File: src/hw/rtl/fsthr_pkg.sv
// shared constants and types for the function start table hit recorder
// no dependencies
`default_nettype none
package fsthr_pkg;
  localparam int MAX_STARTS_DEF = 4096;
  localparam int ADDR_BITS_DEF  = 48;
  localparam int REG_W          = 48;

  localparam logic [3:0] ST_CONSUMED = 4'd0;
  localparam logic [3:0] ST_APPENDED = 4'd1;
  localparam logic [3:0] ST_DONE     = 4'd2;
  localparam logic [3:0] ST_ERROR    = 4'd3;
  localparam logic [3:0] ST_FULL     = 4'd4;
  localparam logic [3:0] ST_FIRST    = 4'd5;
  localparam logic [3:0] ST_REPEAT   = 4'd6;
  localparam logic [3:0] ST_NOMATCH  = 4'd7;
  localparam logic [3:0] ST_NOTREADY = 4'd8;

  localparam logic [1:0] REG_TEXT_BASE   = 2'd0;
  localparam logic [1:0] REG_RANGE_START = 2'd1;
  localparam logic [1:0] REG_RANGE_END   = 2'd2;
  localparam logic [1:0] REG_LOAD_SLIDE  = 2'd3;

  // word handed from front to back
  typedef struct packed {
    logic        is_trap;
    logic [7:0]  byte_value;
    logic        last_byte;
    logic [47:0] trap_pc;
  } fsthr_word_t;
endpackage
`default_nettype wire

File: src/hw/rtl/fsthr_front.sv
// front: accepts input words into a two-entry queue
// depends on fsthr_pkg
`default_nettype none
module fsthr_front import fsthr_pkg::*; (
  input  wire logic        clk,
  input  wire logic        rst_n,
  input  wire logic        in_valid,
  output logic             in_ready,
  input  wire fsthr_word_t in_word,
  output logic             q_valid,
  input  wire logic        q_ready,
  output fsthr_word_t      q_word
);
  fsthr_word_t mem_r [2];
  logic [1:0] wp_r, rp_r, wp_nxt, rp_nxt;
  logic push, pop;

  assign in_ready = (wp_r - rp_r) != 2'd2;
  assign q_valid  = wp_r != rp_r;
  assign q_word   = mem_r[rp_r[0]];
  assign push     = in_valid && in_ready;
  assign pop      = q_valid && q_ready;
  assign wp_nxt   = wp_r + {1'b0, push};
  assign rp_nxt   = rp_r + {1'b0, pop};

  // queue pointers
  always_ff @(posedge clk) begin
    if (!rst_n) begin
      wp_r <= 2'd0;
      rp_r <= 2'd0;
    end else begin
      wp_r <= wp_nxt;
      rp_r <= rp_nxt;
    end
  end

  // queue storage
  always_ff @(posedge clk) begin
    if (push) mem_r[wp_r[0]] <= in_word;
  end
endmodule
`default_nettype wire

File: config.mk
export PLATFORM = sky130hd
export DESIGN_NAME = fsthr_front
export DESIGN_NICKNAME = d
export VERILOG_FILES = /design/src/hw/rtl/fsthr_pkg.sv /design/src/hw/rtl/fsthr_front.sv
export SDC_FILE = /design/constraint.sdc
export NUM_CORES = 1
export LEC_CHECK = 0
export ABC_AREA = 1
export BUFFER_PORTS_ARGS = -buffer_cell sky130_fd_sc_hd__buf_2
export CAP_MARGIN = 20
export CORE_MARGIN = 1
export CORE_UTILIZATION = 45
export DETAILED_ROUTE_END_ITERATION = 12
export PLACE_DENSITY_LB_ADDON = 0.12
export SETUP_SLACK_MARGIN = 0.5
export SLEW_MARGIN = 15
export SYNTH_ARGS = -nofsm -noshare
export SYNTH_HDL_FRONTEND = slang
export SYNTH_SLANG_ARGS = --single-unit
export TNS_END_PERCENT = 50
File: constraint.sdc
create_clock -name clk -period 4.7 [get_ports clk]
set_clock_uncertainty 0.15 [all_clocks]
set_input_delay 0.47 -clock clk [delete_from_list [all_inputs] [get_ports clk]]
set_output_delay 0.47 -clock clk [all_outputs]
set_load 0.05 [all_outputs]
==> results.ini, run 1 <==
[status]
status = complete, no violations

[final_layout]
nNetsFinal = 592
layout-drive-gt1-share_pct = 43.60
multi_input_area_um2 = 884.6
fillers = 816
syn_to_final_growth_pct = 36.64
final_cell_mix = buf_2 (121), edfxtp_1 (116), inv_1 (67), dlygate4sd3_1 (57)
antennaDiodeCount = 0
register_area_mm2 = 0.003587
final_common_cell = buf_2
postLayoutCoreUtil_pct = 63.88
stdcell_count = 675

[critical_path]
crit_buf_inv = 2
rrSetupSlack_ns = 2.01
critPathLaunchType = register
rr_worst_depth = 6
cp_num_cells = 4
endpoint = q_word[46]
crit_slowest_cell = dfxtp_4
crit_fanout = 78
crit_type = reg -> out
max_stage_delay_ns = 1.02
worstReg2RegEnd = mem_r[0][57]
cp.required_ns = 4.08
rr_startpoint = wp_r[0]
cp_top_family = flip-flops
cp-end-kind = output port
crit_chain = buf_4, nand2_1, o21ai_0, buf_2
cp.arrival_ns = 2.43

[die]
die_area_mm2 = 0.01124
io_pins = 122
die_h_um = 106.0
die_x_um = 106.0
rows = 37
coreArea_mm2 = 0.01042
start_util_pct = 46.75

[route]
ant_nets = 0
num_vias = 2987
routed_via_density = 4.425
wirelength_mm = 8.784
post_drt_wl_per_cell_um = 13.01
route.detailed.drc = 0
drt_pre_antenna_iters = 4
drt_first_iter_violations = 113

[timing]
period_minus_slack_ns = 3.049
finalMaxSlewViolations = 0
whs_ns = 0.03833
setup_tns_ns = 0
relSlewSlack_pct = 32.74
tightest_slew_ns = 1.009
fmax_mhz = 327.9
setup_viol = 0
hold_viol = 0
rsz0062_at_grt = no
fin_ws_ns = 1.651
fin_crit_sh_pct = 64.88

[global_routing]
grt_pass1_wl_mm = 13.81
grt.total_usage_pct = 16.71
grt_max_degree = 79
grt_pass1_vias = 2936
antenna_found_initial = 0
grt-ovfl-total = 0

[cts]
cts_setup_buffers = 0
clk_latency_ns = 0.50
clk_root_buffer_cell = clkbuf_8
h-tree-depth = 4
clock_sinks = 121
clk_pin_slew_worst_paths_ns = 0.05
cts_made_buffers = 17
cts_tree = built
cts_buffer_depth = 2

[yosys]
seq_area_frac_synth_pct = 73.59
syn_inst = 339
ys_types = 16
synth_largest_area_cell = edfxtp_1
synth_top_area_share_pct = 71.53
avgSynthCellArea_um2 = 14.36
synth_area_leaders = edfxtp_1 (72%), o21ai_2 (7.2%), inv_1 (5.2%)
synth_area_mm2 = 0.004870
synth_nets = 404
ys_ff_latch = 121
yosysWarningCount = 0

[worst_hold_path]
hp-start = in_word[32]
hp-class = in -> reg

[placement]
dp.cells = 587
place_hpwl_mm = 5.465
dp_slack_ns = 1.974
port_buffers = 121
gp_congestion = 0.7240

[pwr]
power_density_mw_per_mm2 = 585.4
p_leak_nw = 2.773
ir_drop_v = 0.0003956

[run]
cap_violations = 0

power by group:
group	internal [W]	leakage (nW)	switching (W)
logic	0.000304	1.37	0.000943
clock network	0.000791	0.280	0.000412
registers	0.00133	1.13	0.000111
stage by stage:
step	power [W]	cell area [µm²]
after floorplan	0.002472	4870
after global placement	0.002676	5529
after detailed placement	0.002688	5529
after CTS	0.003932	6634
after global routing	0.004067	6654
final	0.003895	6654
what timing repair did:
| action | in CTS | in global routing |
|---|---|---|
| gates resized for setup | 0 | 0 |
| hold endpoints to repair | 109 | 4 |
| hold buffers | 55 | 2 |
registers in the layout (all words and copies together), names as in the netlist, named ones only:
name   count
rp_r       2
mem_r    116
wp_r       2
synth_stat cells, drive strengths merged:
cell / count
nand2: 70
edfxtp: 116
xnor2: 2
dfxtp: 5
ha: 3
inv: 67
buf: 12
nor2: 3
o21ai: 58
clkbuf: 1
a21oi: 2
cell families (layout without fill, tap and decap cells):
kind of cell    after synthesis  in the layout  synth area share [%]
compound gates               60             60                 9.250
xor+xnor                      2              2                0.3598
fa+ha+maj                     3              3                0.7709
buf+inv                      80            280                 8.350
flops                       121            121                 73.59
simple gates                 73             73                 7.682
worst min path at each step:
stage          cells past startpoint  slack, ns            to
2_1_floorplan                      2       0.38       rp_r[1]
3_3_place_gp                       2       0.40       wp_r[1]
4_1_cts                            1     0.0002  mem_r[0][25]
5_1_grt                            1       0.01  mem_r[1][32]
3_5_place_dp                       2       0.41       rp_r[1]
6_report                           1       0.04  mem_r[1][32]
worst reg2reg max path, stage by stage, from the launching register on:
cell and delay, ns:
dfxtp_1 0.38, inv_1 0.08, nand2_1 0.06, nand2_1 0.10
a21oi_1 0.26, ha_2 0.82, buf_4 0.49
routing by layer:
layer / GRT usage (%) / routed length [µm] / vias up
met1: 19.67 / 3820 / 1362
met5: 0 / 0 / -
met3: 7.419 / 597 / 12
met4: 5.655 / 117 / 0
li1: - / - / 1518
met2: 27.31 / 4249 / 95
cell type report:
class / instances / area share [%]
clock buffers: 19 / 6.337
clock inverters: 12 / 1.993
inverters: 67 / 3.780
multi-input cells: 138 / 13.29
flip-flops and latches: 121 / 53.91
well taps: 136 / 2.557
repair buffers: 182 / 18.13
(Power assumes the default switching activity.)
==> run 2, diff against run 1 <==
==> constraint.sdc (replaced) <==
create_clock -name clk -period 2.8 [get_ports clk]
set_clock_uncertainty 0.15 [all_clocks]
set_input_delay 0.28 -clock clk [delete_from_list [all_inputs] [get_ports clk]]
set_output_delay 0.28 -clock clk [all_outputs]
set_load 0.05 [all_outputs]
==> run 2 against run 1 <==
Total power grew 79%. Sequential power grew 59%. Core utilization grew 2.2 points. Combinational power grew 85%. Die area is the same. Final area grew 3.4%.
==> results.ini, run 2 (synthesized netlist as in run 1, its figures left out) <==
[global_routing]
grt.total_usage_pct = 17.36  ; +0.64 points
grt_max_degree = 36  ; -54%
grt-ovfl-total = 0  ; unchanged
grt_pass1_vias = 3206  ; +9.2%
grt_pass1_wl_mm = 14.55  ; +5.4%
antenna_found_initial = 0  ; unchanged

[final_layout]
largest_register_ffs = 116  ; unchanged
final_cell_mix = buf_2 (120), edfxtp_1 (116), inv_1 (67), dlygate4sd3_1 (59)
antennaDiodeCount = 0  ; unchanged
final_common_cell = buf_2
postLayoutCoreUtil_pct = 66.05  ; +2.2 points
postLayoutCellArea_mm2 = 0.006880  ; +3.4%
nNetsFinal = 602  ; +1.7%
layout-drive-gt1-share_pct = 44.55  ; +0.95 points
syn_to_final_growth_pct = 41.29

[die]
die_h_um = 106.0  ; unchanged
io_pins = 122  ; unchanged
coreArea_mm2 = 0.01042  ; unchanged
die_x_um = 106.0  ; unchanged
die_area_mm2 = 0.01124  ; unchanged
rows = 37  ; unchanged
start_util_pct = 46.75  ; unchanged

[critical_path]
critPathLaunchType = register
crit_chain = inv_1, nand2_1, nand2_1, a21oi_1, ha_2, buf_4
max_stage_delay_ns = 0.55  ; -0.47 ns
cp.arrival_ns = 2.16  ; -0.27 ns
rr_worst_depth = 6  ; unchanged
crit_type = reg -> reg
cp-end-kind = register
crit_fanout = 17  ; -78%
worstReg2RegEnd = mem_r[0][33]
cp.required_ns = 2.86  ; -1.22 ns
crit_buf_inv = 2  ; unchanged
cp_num_cells = 6  ; +2
crit_slowest_cell = ha_2
cp_common_cell = nand2_1
cp_top_family = adder cells
rrSetupSlack_ns = 0.70  ; -1.31 ns
rr_startpoint = wp_r[0]

[pwr]
ir_drop_v = 0.0006196  ; +57%
power_density_mw_per_mm2 = 1011  ; +73%
p_leak_nw = 2.870  ; +3.5%

[route]
routed_via_density = 4.516  ; +2.1%
ant_nets = 0  ; unchanged
drt_first_iter_violations = 125  ; +11%
num_vias = 3098  ; +3.7%
wirelength_mm = 8.991  ; +2.4%
drt_pre_antenna_iters = 4  ; unchanged
route.detailed.drc = 0  ; unchanged
post_drt_wl_per_cell_um = 13.11  ; +0.72%

[worst_hold_path]
hp-start = q_ready
worstHoldEndpoint = rp_r[0]
hp-class = in -> reg
holdPathStages = 6  ; +5

[status]
status = complete, no violations

[cts]
cts_tree = built
clk_root_buffer_cell = clkbuf_8
cts_buffer_depth = 2  ; unchanged
clock_sinks = 121  ; unchanged
h-tree-depth = 4  ; unchanged
cts_made_buffers = 17  ; unchanged
clk_latency_ns = 0.50  ; about the same
clk_pin_slew_worst_paths_ns = 0.05  ; about the same

[timing]
setup_viol = 0  ; unchanged
hold_viol = 0  ; unchanged
finalMaxSlewViolations = 0  ; unchanged
period_minus_slack_ns = 2.101
fmax_mhz = 475.9
fin_ws_ns = 0.6989  ; -0.9518 ns
tightest_slew_ns = 0.4898  ; -0.5192 ns
whs_ns = 0.1783  ; +0.1400 ns
fin_crit_sh_pct = 75.04
rsz0062_at_grt = no
relSlewSlack_pct = 67.35  ; +35 points
setup_tns_ns = 0  ; unchanged

[placement]
port_buffers = 121  ; unchanged
gp_congestion = 0.7213  ; -0.37%
dp_slack_ns = 0.6904  ; -1.284 ns
place_hpwl_mm = 5.659  ; +3.5%
placedInstanceArea_mm2 = 0.005609  ; +1.4%

[run]
cap_violations = 0  ; unchanged

run 2: timing repair:
item	4_1_cts	5_1_grt
setup buffers	1	3
hold buffers	59	0
endpoints found under the hold margin	121	0
endpoints found under the setup margin	24	6
gates resized for setup	0	1
run 2: worst max-delay path by stage:
stage | slack [ns] | startpoint | endpoint
floorplan | 0.07 | rp_r[1] | mem_r[0][0]
global placement | 0.79 | rp_r[1] | mem_r[0][33]
detailed placement | 0.69 | wp_r[0] | mem_r[0][29]
CTS | 0.54 | register | q_word[46]
global route | 0.55 | register | q_word[46]
finish | 0.70 | wp_r[0] | mem_r[0][33]
run 2: power breakdown:
group	internal, W	switching [W]
combinational	0.000587	0.00172
sequential	0.00224	0.0000768
clock	0.00161	0.000723
total	0.00443	0.00252
run 2: area by class of cell:
class                      count  area [µm²]
clock inverter                15       230.2
multi-input combinational    138       884.6
tap                          136       170.2
inverter                      67       251.5
clock buffer                  17       414.1
sequential                   121        3587
timing repair buffer         192        1343
fill                         791        3536
run 2: metal layers:
layer	share of wire (%)	wire length [µm]	global-route usage (%)
met1	41	3687	19.19
met2	51	4588	30.07
met3	6.3	566	6.009
met4	1.6	148	7.937
met5	0	0	0
run 2: tightest hold or removal path: stages:
cell and delay, ns:
buf_2 0.07, inv_1 0.04, a21oi_1 0.14, ha_1 0.14
nand2_1 0.07, inv_1 0.06
run 2: metrics by stage:
stage | total power [W] | cells
after global routing | 0.007233 | 686
after floorplan | 0.004148 | 339
final | 0.006957 | 686
after detailed placement | 0.004571 | 591
after global placement | 0.004541 | 591
after CTS | 0.007000 | 683
==> run 3, diff against run 2 <==
==> constraint.sdc (replaced) <==
create_clock -name clk -period 2.2 [get_ports clk]
set_clock_uncertainty 0.15 [all_clocks]
set_input_delay 0.22 -clock clk [delete_from_list [all_inputs] [get_ports clk]]
set_output_delay 0.22 -clock clk [all_outputs]
set_load 0.05 [all_outputs]
==> run 3 against run 2 <==
Final area rose by 19%. Die area did not move. Sequential power rose by 29%. First-iteration DRC count rose by 27%. Sequential share of layout area fell by 8.2 points. Non-clock buffer count rose by 34. Global-route usage rose by 3.8 points. Critical path type is now reg -> out. Critical endpoint is now q_word[1]. Highest routed layer unchanged.
==> results.ini, run 3 (synthesized netlist as in run 1, its figures left out) <==
[timing]
rsz0062_at_grt = yes
fmax_mhz = 491.4
setup_viol = 0  ; unchanged
hold_viol = 0  ; unchanged
period_minus_slack_ns = 2.035
fin_ws_ns = 0.1650  ; -0.5339 ns
fin_crit_sh_pct = 92.50
whs_ns = 0.03997  ; -0.1383 ns
setup_tns_ns = 0  ; unchanged
relSlewSlack_pct = 79.29  ; +12 points
tightest_slew_ns = 0.3074  ; -0.1824 ns
finalMaxSlewViolations = 0  ; unchanged

[placement]
dp_slack_ns = 0.3326  ; -0.3577 ns
placedInstanceArea_mm2 = 0.005664  ; +0.98%
dp.cells = 592  ; +0.17%
gp_congestion = 0.7403  ; +2.6%
place_hpwl_mm = 5.783  ; +2.2%
port_buffers = 121  ; unchanged

[final_layout]
antennaDiodeCount = 0  ; unchanged
syn_to_final_growth_pct = 68.35
layout-drive-gt1-share_pct = 53.25  ; +8.7 points
nNetsFinal = 636  ; +5.6%
final_cell_mix = edfxtp_1 (116), inv_1 (63), buf_2 (61), dlygate4sd3_1 (59), buf_6 (49)
postLayoutCellArea_mm2 = 0.008198  ; +19%
final_common_cell = edfxtp_1
largest_register_ffs = 116  ; unchanged
stdcell_count = 720  ; +5.0%

[route]
route.detailed.drc = 0  ; unchanged
num_vias = 3360  ; +8.5%
routed_via_density = 4.667  ; +3.3%
wirelength_mm = 11.96  ; +33%
post_drt_wl_per_cell_um = 16.61  ; +27%
ant_nets = 0  ; unchanged
drt_pre_antenna_iters = 4  ; unchanged
drt_first_iter_violations = 159  ; +27%

[status]
status = complete, no violations

[die]
rows = 37  ; unchanged
die_x_um = 106.0  ; unchanged
coreArea_mm2 = 0.01042  ; unchanged
die_area_mm2 = 0.01124  ; unchanged
die_h_um = 106.0  ; unchanged
io_pins = 122  ; unchanged
start_util_pct = 46.75  ; unchanged

[cts]
cts_made_buffers = 17  ; unchanged
cts_tree = built
cts_buffer_depth = 2  ; unchanged
clk_root_buffer_cell = clkbuf_8
clk_pin_slew_worst_paths_ns = 0.06  ; about the same
clock_sinks = 121  ; unchanged
clk_latency_ns = 0.50  ; about the same
h-tree-depth = 4  ; unchanged

[global_routing]
grt_pass1_wl_mm = 17.26  ; +19%
grt_max_degree = 21  ; -42%
grt-ovfl-total = 0  ; unchanged
grt.total_usage_pct = 21.17  ; +3.8 points
grt_pass1_vias = 3415  ; +6.5%
antenna_found_initial = 0  ; unchanged

[run]
cap_violations = 0  ; unchanged

[critical_path]
crit_fanout = 10  ; -7
cp.required_ns = 1.83  ; -1.03 ns
crit_type = reg -> out
crit_buf_inv = 2  ; unchanged
cp.arrival_ns = 1.67  ; -0.49 ns
cp_top_family = buffers and inverters
crit_chain = buf_12, o21ai_0, buf_4
crit_slowest_cell = dfxtp_4
max_stage_delay_ns = 0.43  ; -0.12 ns
critPathLaunchType = register
cp-end-kind = output port

[pwr]
power_density_mw_per_mm2 = 1260  ; +25%
ir_drop_v = 0.0008443  ; +36%
p_leak_nw = 3.401  ; +19%

[worst_hold_path]
hp-class = in -> reg

[run 3: repair_timing]
item | CTS | global route
pin swaps | 15 | 23
setup buffers | 13 | 10
gates resized for setup | 171 | 52
endpoints found under the setup margin | 147 | 177
hold endpoints to repair | 121 | 0
hold buffers | 59 | 0
cloned | 10 | 4
[run 3: stage by stage]
stage | total power (W) | utilization (%)
6_report | 0.01033 | 78.70
5_1_grt | 0.01067 | 78.70
4_1_cts | 0.009928 | 74.92
2_1_floorplan | 0.005301 | -
3_3_place_gp | 0.005829 | 54.38
3_5_place_dp | 0.005854 | 54.38
[run 3: path summary, 6_finish.rpt]
path	cells past startpoint	start	to	slack (ns)
setup reg to reg	7	wp_r[1]	mem_r[0][39]	0.31
setup / recovery	3	register	q_word[1]	0.16
hold / removal	6	q_ready	rp_r[0]	0.04
hold reg to reg	2	wp_r[1]	wp_r[1]	0.41
[run 3: cell type report]
type / instances / area, µm²
Clock buffer: 18 / 417.9
Clock inverter: 14 / 173.9
Fill cell: 578 / 2218
Inverter: 67 / 254.0
Multi-Input combinational cell: 138 / 1246
Sequential cell: 121 / 3600
Tap cell: 136 / 170.2
Timing Repair Buffer: 226 / 2336
[run 3: tightest hold or removal path, delay by kind of cell]
kind | cells | cell delay, ns
buffers and inverters | 3 | 0.14
AND/OR/NAND/NOR | 1 | 0.05
AO/OA/AOI/OAI | 1 | 0.11
adder cells (fa/ha/maj) | 1 | 0.13
[run 3: power breakdown]
part / switching, W / internal (W) / total [W]
Combinational: 0.00272 / 0.00190 / 0.00463
Sequential: 0.000131 / 0.00285 / 0.00298
Clock: 0.000988 / 0.00173 / 0.00272
Total: 0.00384 / 0.00648 / 0.0103
[run 3: layer usage]
metal  global-route usage (%)  up-vias  part of all wire (%)  routed length, µm
li1                         -     1615                     -                  -
met1                    25.21     1629                    41               4904
met2                    36.55      107                    53               6315
met3                    5.947        9                   4.9                582
met4                    7.837        0                   1.3                155
met5                        0        -                     0                  0
